--- src/hw/rtl/color_palette_entry_generator_macros.svh ---
// Assertion helpers for the palette generator
`ifndef COLOR_PALETTE_ENTRY_GENERATOR_MACROS_SVH
`define COLOR_PALETTE_ENTRY_GENERATOR_MACROS_SVH

// same-cycle implication
`define CPEG_ASSERT_NOW(lbl, ante, cons, msg) \
    lbl: assert property (@(posedge i_clk) disable iff (!i_rst_n) (ante) |-> (cons)) \
        else $error(msg);

// next-cycle implication
`define CPEG_ASSERT_NEXT(lbl, ante, cons, msg) \
    lbl: assert property (@(posedge i_clk) disable iff (!i_rst_n) (ante) |=> (cons)) \
        else $error(msg);

`endif

--- src/hw/rtl/cpeg_pkg.sv ---
package cpeg_pkg;

    localparam int unsigned MAX_PALETTE = 4096;
    localparam int unsigned SIZE_W      = 13;
    localparam int unsigned INDEX_W     = 12;
    localparam int unsigned LEVEL_W     = 16;
    localparam int unsigned SCHEME_W    = 5;
    localparam int unsigned DIVIDEND_W  = 32;
    localparam int unsigned QUOT_W      = 19;  // hue tops out at 6 sixths
    localparam int unsigned DIVISOR_W   = 16;  // 10 * n
    localparam int unsigned CFG_IDX_W   = 2;

    localparam logic [LEVEL_W-1:0] FULL_LEVEL = 16'hFFFF;

    localparam logic [CFG_IDX_W-1:0] REG_PALETTE_SIZE = 2'd0;
    localparam logic [CFG_IDX_W-1:0] REG_COLOR_SCHEME = 2'd1;

    localparam logic [SIZE_W-1:0]   RESET_PALETTE_SIZE = 13'd256;

    localparam logic [SCHEME_W-1:0] SCH_RED_TO_BLUE     = 5'd0;
    localparam logic [SCHEME_W-1:0] SCH_BLUE_TO_RED     = 5'd1;
    localparam logic [SCHEME_W-1:0] SCH_HSV             = 5'd2;
    localparam logic [SCHEME_W-1:0] SCH_RED             = 5'd3;
    localparam logic [SCHEME_W-1:0] SCH_GREEN           = 5'd4;
    localparam logic [SCHEME_W-1:0] SCH_BLUE            = 5'd5;
    localparam logic [SCHEME_W-1:0] SCH_YELLOW_TO_CYAN  = 5'd6;
    localparam logic [SCHEME_W-1:0] SCH_CYAN_TO_YELLOW  = 5'd7;
    localparam logic [SCHEME_W-1:0] SCH_RED_TO_YELLOW   = 5'd8;
    localparam logic [SCHEME_W-1:0] SCH_YELLOW_TO_RED   = 5'd9;
    localparam logic [SCHEME_W-1:0] SCH_YELLOW_TO_GREEN = 5'd10;
    localparam logic [SCHEME_W-1:0] SCH_GREEN_TO_YELLOW = 5'd11;
    localparam logic [SCHEME_W-1:0] SCH_GREEN_TO_CYAN   = 5'd12;
    localparam logic [SCHEME_W-1:0] SCH_CYAN_TO_GREEN   = 5'd13;
    localparam logic [SCHEME_W-1:0] SCH_CYAN_TO_BLUE    = 5'd14;
    localparam logic [SCHEME_W-1:0] SCH_BLUE_TO_CYAN    = 5'd15;
    localparam logic [SCHEME_W-1:0] SCH_BLUE_INV        = 5'd16;
    localparam logic [SCHEME_W-1:0] SCH_GREEN_INV       = 5'd17;
    localparam logic [SCHEME_W-1:0] SCH_RED_INV         = 5'd18;
    localparam logic [SCHEME_W-1:0] SCH_CUSTOM          = 5'd19;

    typedef struct packed {
        logic [SCHEME_W-1:0] scheme;
        logic                blank;   // custom scheme or index past the end
        logic                upper;   // second part of a two-part scheme
    } t_meta;

endpackage

--- src/hw/rtl/color_palette_entry_generator.sv ---
// Pipeline: 1 setup stage, 19 divide stages and an output register.
// Throughput: one entry per cycle; a stalled output freezes the whole pipe.
// The divide is restoring long division, one quotient bit per stage.
// Reset (synchronous, active low) clears all valid bits and sets
// palette_size = 256, color_scheme = hsv. The config port is always ready.
`include "color_palette_entry_generator_macros.svh"

module color_palette_entry_generator (
    input  logic                                i_clk,
    input  logic                                i_rst_n,
    input  logic                                i_in_valid,
    output logic                                o_in_ready,
    input  logic [cpeg_pkg::INDEX_W-1:0]        i_entry_index,
    output logic                                o_out_valid,
    input  logic                                i_out_ready,
    output logic [cpeg_pkg::LEVEL_W-1:0]        o_red_level,
    output logic [cpeg_pkg::LEVEL_W-1:0]        o_green_level,
    output logic [cpeg_pkg::LEVEL_W-1:0]        o_blue_level,
    output logic                                o_in_range,
    input  logic                                i_cfg_valid,
    output logic                                o_cfg_ready,
    input  logic [cpeg_pkg::CFG_IDX_W-1:0]      i_cfg_index,
    input  logic [cpeg_pkg::SIZE_W-1:0]         i_cfg_data
);

    localparam int unsigned NS = cpeg_pkg::QUOT_W;

    logic [cpeg_pkg::SIZE_W-1:0]   r_palette_size;
    logic [cpeg_pkg::SCHEME_W-1:0] r_color_scheme;

    logic                                r_vld [0:NS];
    logic [cpeg_pkg::DIVISOR_W-1:0]      r_rem [0:NS];
    logic [cpeg_pkg::QUOT_W-1:0]         r_nq  [0:NS];
    logic [cpeg_pkg::DIVISOR_W-1:0]      r_den [0:NS];
    cpeg_pkg::t_meta                     r_meta[0:NS];

    logic                                r_out_vld;
    logic [cpeg_pkg::LEVEL_W-1:0]        r_red, r_green, r_blue;
    logic                                r_in_range;

    logic en;
    assign en          = !r_out_vld || i_out_ready;
    assign o_in_ready  = en;
    assign o_cfg_ready = 1'b1;

    always_ff @(posedge i_clk) begin
        if (!i_rst_n) begin
            r_palette_size <= cpeg_pkg::RESET_PALETTE_SIZE;
            r_color_scheme <= cpeg_pkg::SCH_HSV;
        end else if (i_cfg_valid) begin
            if (i_cfg_index == cpeg_pkg::REG_PALETTE_SIZE) begin
                r_palette_size <= i_cfg_data;
            end else if (i_cfg_index == cpeg_pkg::REG_COLOR_SCHEME) begin
                r_color_scheme <= i_cfg_data[cpeg_pkg::SCHEME_W-1:0];
            end
        end
    end

    // ---------------- setup: numerator and denominator ----------------
    logic [12:0] n_size, n_half, n_first, n_j, n_d, n_i;
    logic        n_inv, n_upper, n_blank, n_hue;
    logic [15:0] n_ten_n, n_lnum, n_ldiv;
    logic [14:0] n_hnum;
    logic [31:0] n_dividend;
    logic [15:0] n_divisor;
    cpeg_pkg::t_meta n_meta;

    always_comb begin
        if (r_palette_size < 13'd2) begin
            n_size = 13'd2;
        end else if (r_palette_size > 13'(cpeg_pkg::MAX_PALETTE)) begin
            n_size = 13'(cpeg_pkg::MAX_PALETTE);
        end else begin
            n_size = r_palette_size;
        end
        n_i     = {1'b0, i_entry_index};
        n_half  = n_size >> 1;
        n_inv   = (r_color_scheme == cpeg_pkg::SCH_BLUE_INV)  ||
                  (r_color_scheme == cpeg_pkg::SCH_GREEN_INV) ||
                  (r_color_scheme == cpeg_pkg::SCH_RED_INV);
        n_first = n_inv ? (n_size - n_half) : n_half;
        n_upper = (n_i >= n_first);
        n_j     = n_upper ? (n_i - n_first) : 13'd0;
        n_d     = n_size - 13'd1;
        n_blank = (r_color_scheme == cpeg_pkg::SCH_CUSTOM) || (n_i >= n_size);
        n_ten_n = {n_size, 3'b000} + {2'b00, n_size, 1'b0};
        n_hue   = 1'b0;
        n_hnum  = 15'd0;
        n_lnum  = 16'd0;
        n_ldiv  = n_ten_n;
        unique case (r_color_scheme)
            cpeg_pkg::SCH_RED_TO_BLUE: begin
                n_hue  = 1'b1;
                n_hnum = {n_i[12:0], 2'b00};
            end
            cpeg_pkg::SCH_BLUE_TO_RED: begin
                n_hue  = 1'b1;
                n_hnum = {n_d, 2'b00} - {n_i, 2'b00};
            end
            cpeg_pkg::SCH_YELLOW_TO_CYAN: begin
                n_hue  = 1'b1;
                n_hnum = {2'b00, n_d} + {1'b0, n_i, 1'b0};
            end
            cpeg_pkg::SCH_CYAN_TO_YELLOW: begin
                n_hue  = 1'b1;
                n_hnum = {1'b0, n_d, 1'b0} + {2'b00, n_d} - {1'b0, n_i, 1'b0};
            end
            cpeg_pkg::SCH_RED_TO_YELLOW, cpeg_pkg::SCH_GREEN_TO_YELLOW,
            cpeg_pkg::SCH_GREEN_TO_CYAN, cpeg_pkg::SCH_BLUE_TO_CYAN: begin
                n_lnum = {3'b000, n_i};
                n_ldiv = {3'b000, n_size};
            end
            cpeg_pkg::SCH_YELLOW_TO_RED, cpeg_pkg::SCH_YELLOW_TO_GREEN,
            cpeg_pkg::SCH_CYAN_TO_GREEN, cpeg_pkg::SCH_CYAN_TO_BLUE: begin
                n_lnum = {3'b000, n_size - n_i};
                n_ldiv = {3'b000, n_size};
            end
            cpeg_pkg::SCH_RED, cpeg_pkg::SCH_GREEN, cpeg_pkg::SCH_BLUE: begin
                // 0.3 + 1.4 i/n, then 1.4 j/n
                if (!n_upper) begin
                    n_lnum = ({1'b0, n_size, 2'b00} - {3'b000, n_size})
                           + ({n_i[11:0], 4'b0000} - {2'b00, n_i, 1'b0});
                end else begin
                    n_lnum = {n_j[11:0], 4'b0000} - {2'b00, n_j, 1'b0};
                end
            end
            cpeg_pkg::SCH_BLUE_INV, cpeg_pkg::SCH_GREEN_INV, cpeg_pkg::SCH_RED_INV: begin
                // 0.7 - 1.4 i/n, then 1 - 1.4 j/n
                if (!n_upper) begin
                    n_lnum = ({n_size[12:0], 3'b000} - {3'b000, n_size})
                           - ({n_i[11:0], 4'b0000} - {2'b00, n_i, 1'b0});
                end else begin
                    n_lnum = n_ten_n - ({n_j[11:0], 4'b0000} - {2'b00, n_j, 1'b0});
                end
            end
            default: begin
                n_hue  = 1'b1;
                n_hnum = {n_i, 2'b00} + {1'b0, n_i, 1'b0};
            end
        endcase
        if (n_hue) begin
            n_dividend = {1'b0, n_hnum, 16'h0000};
            n_divisor  = {3'b000, n_d};
        end else begin
            n_dividend = {n_lnum, 16'h0000} - {16'h0000, n_lnum};
            n_divisor  = n_ldiv;
        end
        n_meta.scheme = r_color_scheme;
        n_meta.blank  = n_blank;
        n_meta.upper  = n_upper;
    end

    // ---------------- divide pipe ----------------
    logic [16:0] n_trial [1:NS];
    logic        n_qbit  [1:NS];

    always_comb begin
        for (int k = 1; k <= NS; k++) begin
            n_trial[k] = {r_rem[k-1], r_nq[k-1][NS-1]};
            n_qbit[k]  = (n_trial[k] >= {1'b0, r_den[k-1]});
        end
    end

    always_ff @(posedge i_clk) begin
        if (!i_rst_n) begin
            for (int k = 0; k <= NS; k++) begin
                r_vld[k] <= 1'b0;
            end
        end else if (en) begin
            r_vld[0] <= i_in_valid;
            for (int k = 1; k <= NS; k++) begin
                r_vld[k] <= r_vld[k-1];
            end
        end
    end

    always_ff @(posedge i_clk) begin
        if (en) begin
            r_rem[0]  <= {3'b000, n_dividend[31:NS]};
            r_nq[0]   <= n_dividend[NS-1:0];
            r_den[0]  <= n_divisor;
            r_meta[0] <= n_meta;
            for (int k = 1; k <= NS; k++) begin
                r_rem[k]  <= n_qbit[k] ? 16'(n_trial[k] - {1'b0, r_den[k-1]})
                                       : n_trial[k][15:0];
                r_nq[k]   <= {r_nq[k-1][NS-2:0], n_qbit[k]};
                r_den[k]  <= r_den[k-1];
                r_meta[k] <= r_meta[k-1];
            end
        end
    end

    // ---------------- color mapping ----------------
    logic [15:0] n_q, n_f, n_z, n_y, n_r, n_g, n_b;
    logic [2:0]  n_sector;
    cpeg_pkg::t_meta n_fm;

    always_comb begin
        n_fm     = r_meta[NS];
        n_q      = r_nq[NS][15:0];
        n_f      = n_q;
        n_z      = (n_f == 16'd0) ? 16'd0 : (n_f - 16'd1);
        n_y      = ~n_f;
        n_sector = (r_nq[NS][18:16] == 3'd6) ? 3'd0 : r_nq[NS][18:16];
        n_r      = 16'd0;
        n_g      = 16'd0;
        n_b      = 16'd0;
        unique case (n_fm.scheme)
            cpeg_pkg::SCH_RED_TO_YELLOW, cpeg_pkg::SCH_YELLOW_TO_RED: begin
                n_r = cpeg_pkg::FULL_LEVEL;
                n_g = n_q;
            end
            cpeg_pkg::SCH_YELLOW_TO_GREEN, cpeg_pkg::SCH_GREEN_TO_YELLOW: begin
                n_r = n_q;
                n_g = cpeg_pkg::FULL_LEVEL;
            end
            cpeg_pkg::SCH_GREEN_TO_CYAN, cpeg_pkg::SCH_CYAN_TO_GREEN: begin
                n_g = cpeg_pkg::FULL_LEVEL;
                n_b = n_q;
            end
            cpeg_pkg::SCH_CYAN_TO_BLUE, cpeg_pkg::SCH_BLUE_TO_CYAN: begin
                n_g = n_q;
                n_b = cpeg_pkg::FULL_LEVEL;
            end
            cpeg_pkg::SCH_RED: begin
                n_r = n_fm.upper ? cpeg_pkg::FULL_LEVEL : n_q;
                n_g = n_fm.upper ? n_q : 16'd0;
                n_b = n_g;
            end
            cpeg_pkg::SCH_GREEN: begin
                n_g = n_fm.upper ? cpeg_pkg::FULL_LEVEL : n_q;
                n_r = n_fm.upper ? n_q : 16'd0;
                n_b = n_r;
            end
            cpeg_pkg::SCH_BLUE: begin
                n_b = n_fm.upper ? cpeg_pkg::FULL_LEVEL : n_q;
                n_r = n_fm.upper ? n_q : 16'd0;
                n_g = n_r;
            end
            cpeg_pkg::SCH_BLUE_INV: begin
                n_r = n_fm.upper ? 16'd0 : n_q;
                n_g = n_r;
                n_b = n_fm.upper ? n_q : cpeg_pkg::FULL_LEVEL;
            end
            cpeg_pkg::SCH_GREEN_INV: begin
                n_r = n_fm.upper ? 16'd0 : n_q;
                n_b = n_r;
                n_g = n_fm.upper ? n_q : cpeg_pkg::FULL_LEVEL;
            end
            cpeg_pkg::SCH_RED_INV: begin
                n_g = n_fm.upper ? 16'd0 : n_q;
                n_b = n_g;
                n_r = n_fm.upper ? n_q : cpeg_pkg::FULL_LEVEL;
            end
            default: begin
                // hue ramps: full saturation and value
                unique case (n_sector)
                    3'd0: begin n_r = cpeg_pkg::FULL_LEVEL; n_g = n_z; end
                    3'd1: begin n_r = n_y; n_g = cpeg_pkg::FULL_LEVEL; end
                    3'd2: begin n_g = cpeg_pkg::FULL_LEVEL; n_b = n_z; end
                    3'd3: begin n_g = n_y; n_b = cpeg_pkg::FULL_LEVEL; end
                    3'd4: begin n_r = n_z; n_b = cpeg_pkg::FULL_LEVEL; end
                    default: begin n_r = cpeg_pkg::FULL_LEVEL; n_b = n_y; end
                endcase
            end
        endcase
        if (n_fm.blank) begin
            n_r = 16'd0;
            n_g = 16'd0;
            n_b = 16'd0;
        end
    end

    always_ff @(posedge i_clk) begin
        if (!i_rst_n) begin
            r_out_vld <= 1'b0;
        end else if (en) begin
            r_out_vld <= r_vld[NS];
        end
    end

    always_ff @(posedge i_clk) begin
        if (en) begin
            r_red      <= n_r;
            r_green    <= n_g;
            r_blue     <= n_b;
            r_in_range <= !n_fm.blank;
        end
    end

    assign o_out_valid   = r_out_vld;
    assign o_red_level   = r_red;
    assign o_green_level = r_green;
    assign o_blue_level  = r_blue;
    assign o_in_range    = r_in_range;

    `CPEG_ASSERT_NOW(a_stall_blocks_input, r_out_vld && !i_out_ready, !o_in_ready, "input taken during output stall")
    `CPEG_ASSERT_NEXT(a_accept_enters_pipe, i_in_valid && o_in_ready, r_vld[0], "accepted beat lost at entry")
    `CPEG_ASSERT_NEXT(a_tail_reaches_output, r_vld[NS] && en, r_out_vld, "beat lost at output register")
    `CPEG_ASSERT_NOW(a_blank_is_black, r_out_vld && !r_in_range, (r_red | r_green | r_blue) == 16'd0, "out-of-range entry not black")

endmodule

--- config.mk ---
export PLATFORM = sky130hd
export DESIGN_NAME = color_palette_entry_generator
export DESIGN_NICKNAME = d
export VERILOG_FILES = /design/src/hw/rtl/cpeg_pkg.sv /design/src/hw/rtl/color_palette_entry_generator.sv
export VERILOG_INCLUDE_DIRS = /design/src /design/src/hw/rtl
export SDC_FILE = /design/constraint.sdc
export NUM_CORES = 2
export LEC_CHECK = 0
export ABC_AREA = 1
export BUFFER_PORTS_ARGS = -buffer_cell sky130_fd_sc_hd__clkbuf_2
export CORE_MARGIN = 1.5
export CORE_UTILIZATION = 50
export DETAILED_ROUTE_END_ITERATION = 8
export PLACE_DENSITY = 0.73
export RECOVER_POWER = 50
export SLEW_MARGIN = 0
export SYNTH_ARGS = -nofsm -noshare
export SYNTH_HDL_FRONTEND = slang
export SYNTH_SLANG_ARGS = --single-unit
--- constraint.sdc ---
create_clock -name i_clk -period 46.4 [get_ports i_clk]
set_input_delay 11.6 -clock i_clk [delete_from_list [all_inputs] [get_ports i_clk]]
set_output_delay 11.6 -clock i_clk [all_outputs]
set_load 0.01 [all_outputs]
==> run_results.csv <==
group,metric,value,unit
setup_path,arrival,15700,ps
drt,wl_met2,76.8,mm
drt,routed_wl,159,mm
place,place_hpwl,117,mm
cells_and_area,nNetsFinal,7289,
drt,vias_per_cell,5.50,
global_routing,grt_pass1_vias,45456,
clock_network,cts.sinks,1213,
place,portBuffers,82,
yosys,ys_seq_elements,1213,
run_status,violations,"capacitance limit, slew limit",
place,numPlacedInstances,8332,
die,die_h,368,µm
global_routing,grt_pass1_wl,247,mm
cells_and_area,n_antenna_cell,0,
yosys,synth_mux_area_frac,0,
clock_network,tritoncts,"done",
setup_path,crit_type,"input port to output port",
yosys,ys_types,70,
pwr,leakagePower,32.4,nW
cells_and_area,stdcell_count,8556,
clock_network,htree_levels,3,
sta,finalCriticalPeriod,27300,ps
sta,worst_pin_slew,4910,ps
clock_network,clk_pin_slew,60,ps
clock_network,cts_setup_buffers,0,
setup_path,path_max_fanout,123,
clock_network,cts_buffers,119,
yosys,syn_area,66600,µm²
yosys,yosys.area.top_type_share,0.530,
global_routing,antenna_found_initial,2,
clock_network,cts_hold_buf,0,
cells_and_area,final_core_util,0.555,
sta,finalSetupTns,0,ps
sta,rsz0062_at_grt,"no",
global_routing,gr-total-overflow,0,
setup_path,worstPathRequired,34800,ps
clock_network,clk_path_buf_depth,3,
drt,drt_iter0_markers,3971,
yosys,synthCells,6579,
run_status,outcome,"complete, but fails checks",
sta,fin_crit_sh,0.588,
sta,finalHoldViolCount,0,
yosys,yosysWarnings,0,
yosys,seq_area_frac_synth,0.541,
clock_network,clkLatencyLatePin,750,ps
global_routing,grt_usage,0.232,
drt,drtAntennaViolNets,0,
die,die-area,135000,µm²
cells_and_area,area_delta_synth_final,9.87,%
drt,wl_met3,8.83,mm
drt,highest_layer,"met5",
die,core_area,132000,µm²
drt,vias,47038,
global_routing,grt_max_degree,190,
sta,hold_slack,360,ps
yosys,synthAdderAreaFrac,0.112,
min_path,hold_class,"flop to flop",
sta,relSlewSlack,-2.27,
die,io_pins,84,
setup_path,crit_path_end_kind,"output port",
yosys,yosysTopAreaCell,"edfxtp_1",
yosys,synthTopCellsByArea,"edfxtp_1 (53%), ha_1 (9.4%), nand2_1 (7.0%), inv_1 (5.2%), a21oi_1 (3.9%)",
yosys,synth_enable_flop_cells,1177,
yosys,async_reset_ff_frac,0,
place,place_area,69100,µm²
flow_run,drv_cap,3,
drt,wl_met1,65.4,mm
sta,setup_viol,0,
cells_and_area,final_area,73200,µm²
sta,maxClockFrequency,0.0366,GHz
yosys,synth_top_family_by_area,"simple AND/OR/NAND/NOR gates",
yosys,syn_nets,7170,
pwr,powerDensity,71.9,nW/µm²
setup_path,cp-start-kind,"input port",
pwr,ir_drop,0.0433,mV
die,die_w,368,µm
sta,slew_violations,177,
place,gp_congestion,0.985,
die,rows,133,
cells_and_area,fillers,11164,
drt,wire_per_inst,18.6,µm
die,start_util,0.506,
cells_and_area,drive_above_1_share,0.0590,
sta,fin_skew,68.3,ps
clock_network,post_cts_resized,0,
yosys,yosys.area_share.xor_xnor,0.0406,
clock_network,cts-root-buf,"clkbuf_16",
yosys,synth-simple-area-share,0.148,
drt,route.detailed.drc,0,
yosys,avgSynthCellArea,10.1,µm²
yosys,synth_compound_area_frac,0.0974,
yosys,synth_ff_type,"edfxtp_1",
drt,first_pass_iters,8,
## Yosys cell counts, drive strengths merged, types with 7 or more instances
cell type	instances
clkbuf	103
buf	30
o22ai	42
o2111ai	8
o211ai	14
nor2	381
fa	61
a31oi	16
o31ai	10
a31o	7
dfxtp	36
ha	498
xnor2	102
a21oi	524
nor3	90
or2	28
nand4	43
nand3	451
nand2	1258
and2	15
a221o	8
a21o	15
o21bai	40
nor4	30
o41ai	10
inv	925
o21ai	322
a311oi	14
a221oi	30
xor2	207
edfxtp	1177
o221ai	26
## stage by stage
step | setup slack [ps] | total power, mW
after floorplan | 9330 | 3.66
after global placement | 22060 | 4.18
after detailed placement | 22060 | 4.25
after CTS | 22070 | 5.28
after global routing | 18470 | 5.68
final | 19100 | 5.26
## layout by cell type (no fill, tap or decap), types with 8 or more instances in the layout
cell type,instances
a21o_1,15
a21oi_1,520
a221o_1,8
a221oi_1,30
a311oi_1,9
a31oi_1,15
and2_1,13
buf_4,40
bufinv_16,17
clkbuf_1,24
clkbuf_16,120
clkbuf_2,81
clkinv_1,27
clkinv_2,19
clkinv_4,8
clkinvlp_4,11
dfxtp_1,36
edfxtp_1,1177
fa_1,61
ha_1,498
inv_1,917
nand2_1,1251
nand3_1,442
nand4_1,43
nor2_1,369
nor3_1,88
nor4_1,29
o2111ai_1,8
o211ai_1,13
o21ai_0,317
o21bai_1,40
o221ai_1,26
o22ai_1,42
o31ai_1,10
o41ai_1,10
or2_2,28
xnor2_1,102
xor2_1,207
## cell families (layout without fill, tap and decap cells)
kind of cell / after synthesis / after routing
flip-flops: 1213 / 1213
other: 1 / 1
buffers and inverters: 1064 / 1286
AO/OA/AOI/OAI: 1127 / 1127
XOR/XNOR: 309 / 309
AND/OR/NAND/NOR: 2306 / 2306
adder cells (fa/ha/maj): 559 / 559
## path summary, 6_finish.rpt
| kind | endpoint | start | depth (start not counted) | slack (ps) |
|---|---|---|---|---|
| min reg2reg | r_nq[1][7] | r_nq[0][63] | 0 | 360 |
| max | o_in_ready | i_out_ready | 4 | 19100 |
| min | r_nq[1][7] | r_nq[0][63] | 0 | 360 |
| max reg2reg | r_rem[0][6] | r_palette_size[12] | 53 | 33980 |
## state kept, by name (all words and copies together), names as in the netlist
signal	cells
o_out_valid	1
r_color_scheme	5
r_vld	20
o_red_level	16
r_palette_size	13
o_in_range	1
r_rem	301
o_blue_level	16
r_den	304
r_meta	140
o_green_level	16
r_nq	380
## final cells by class
cell class / instances / area [µm²] / area share
Clock inverter: 85 / 1020 / 0.0140
Multi-Input combinational cell: 4302 / 26500 / 0.363
Sequential cell: 1213 / 36100 / 0.493
Inverter: 931 / 3500 / 0.0478
Clock buffer: 139 / 3100 / 0.0424
Timing Repair Buffer: 131 / 776 / 0.0106
Tap cell: 1755 / 2200 / 0.0300
## worst max-delay path, stage by stage
cell and delay [ps]:
clkbuf_2 70, inv_1 50, nand2_1 3380, clkbuf_2 590
## layer usage
metal / vias up / global-route usage
li1: 23000 / -
met3: 415 / 0.0316
met4: 2 / 0.120
met5: - / 0
met2: 1505 / 0.397
met1: 22116 / 0.288
## power by group
group	switching [mW]	total, mW	internal [mW]
Sequential	0.198	1.93	1.73
Combinational	1.47	2.34	0.878
Clock	0.414	0.992	0.578
Total	2.08	5.26	3.18
Power figures use the tool's default switching activity.
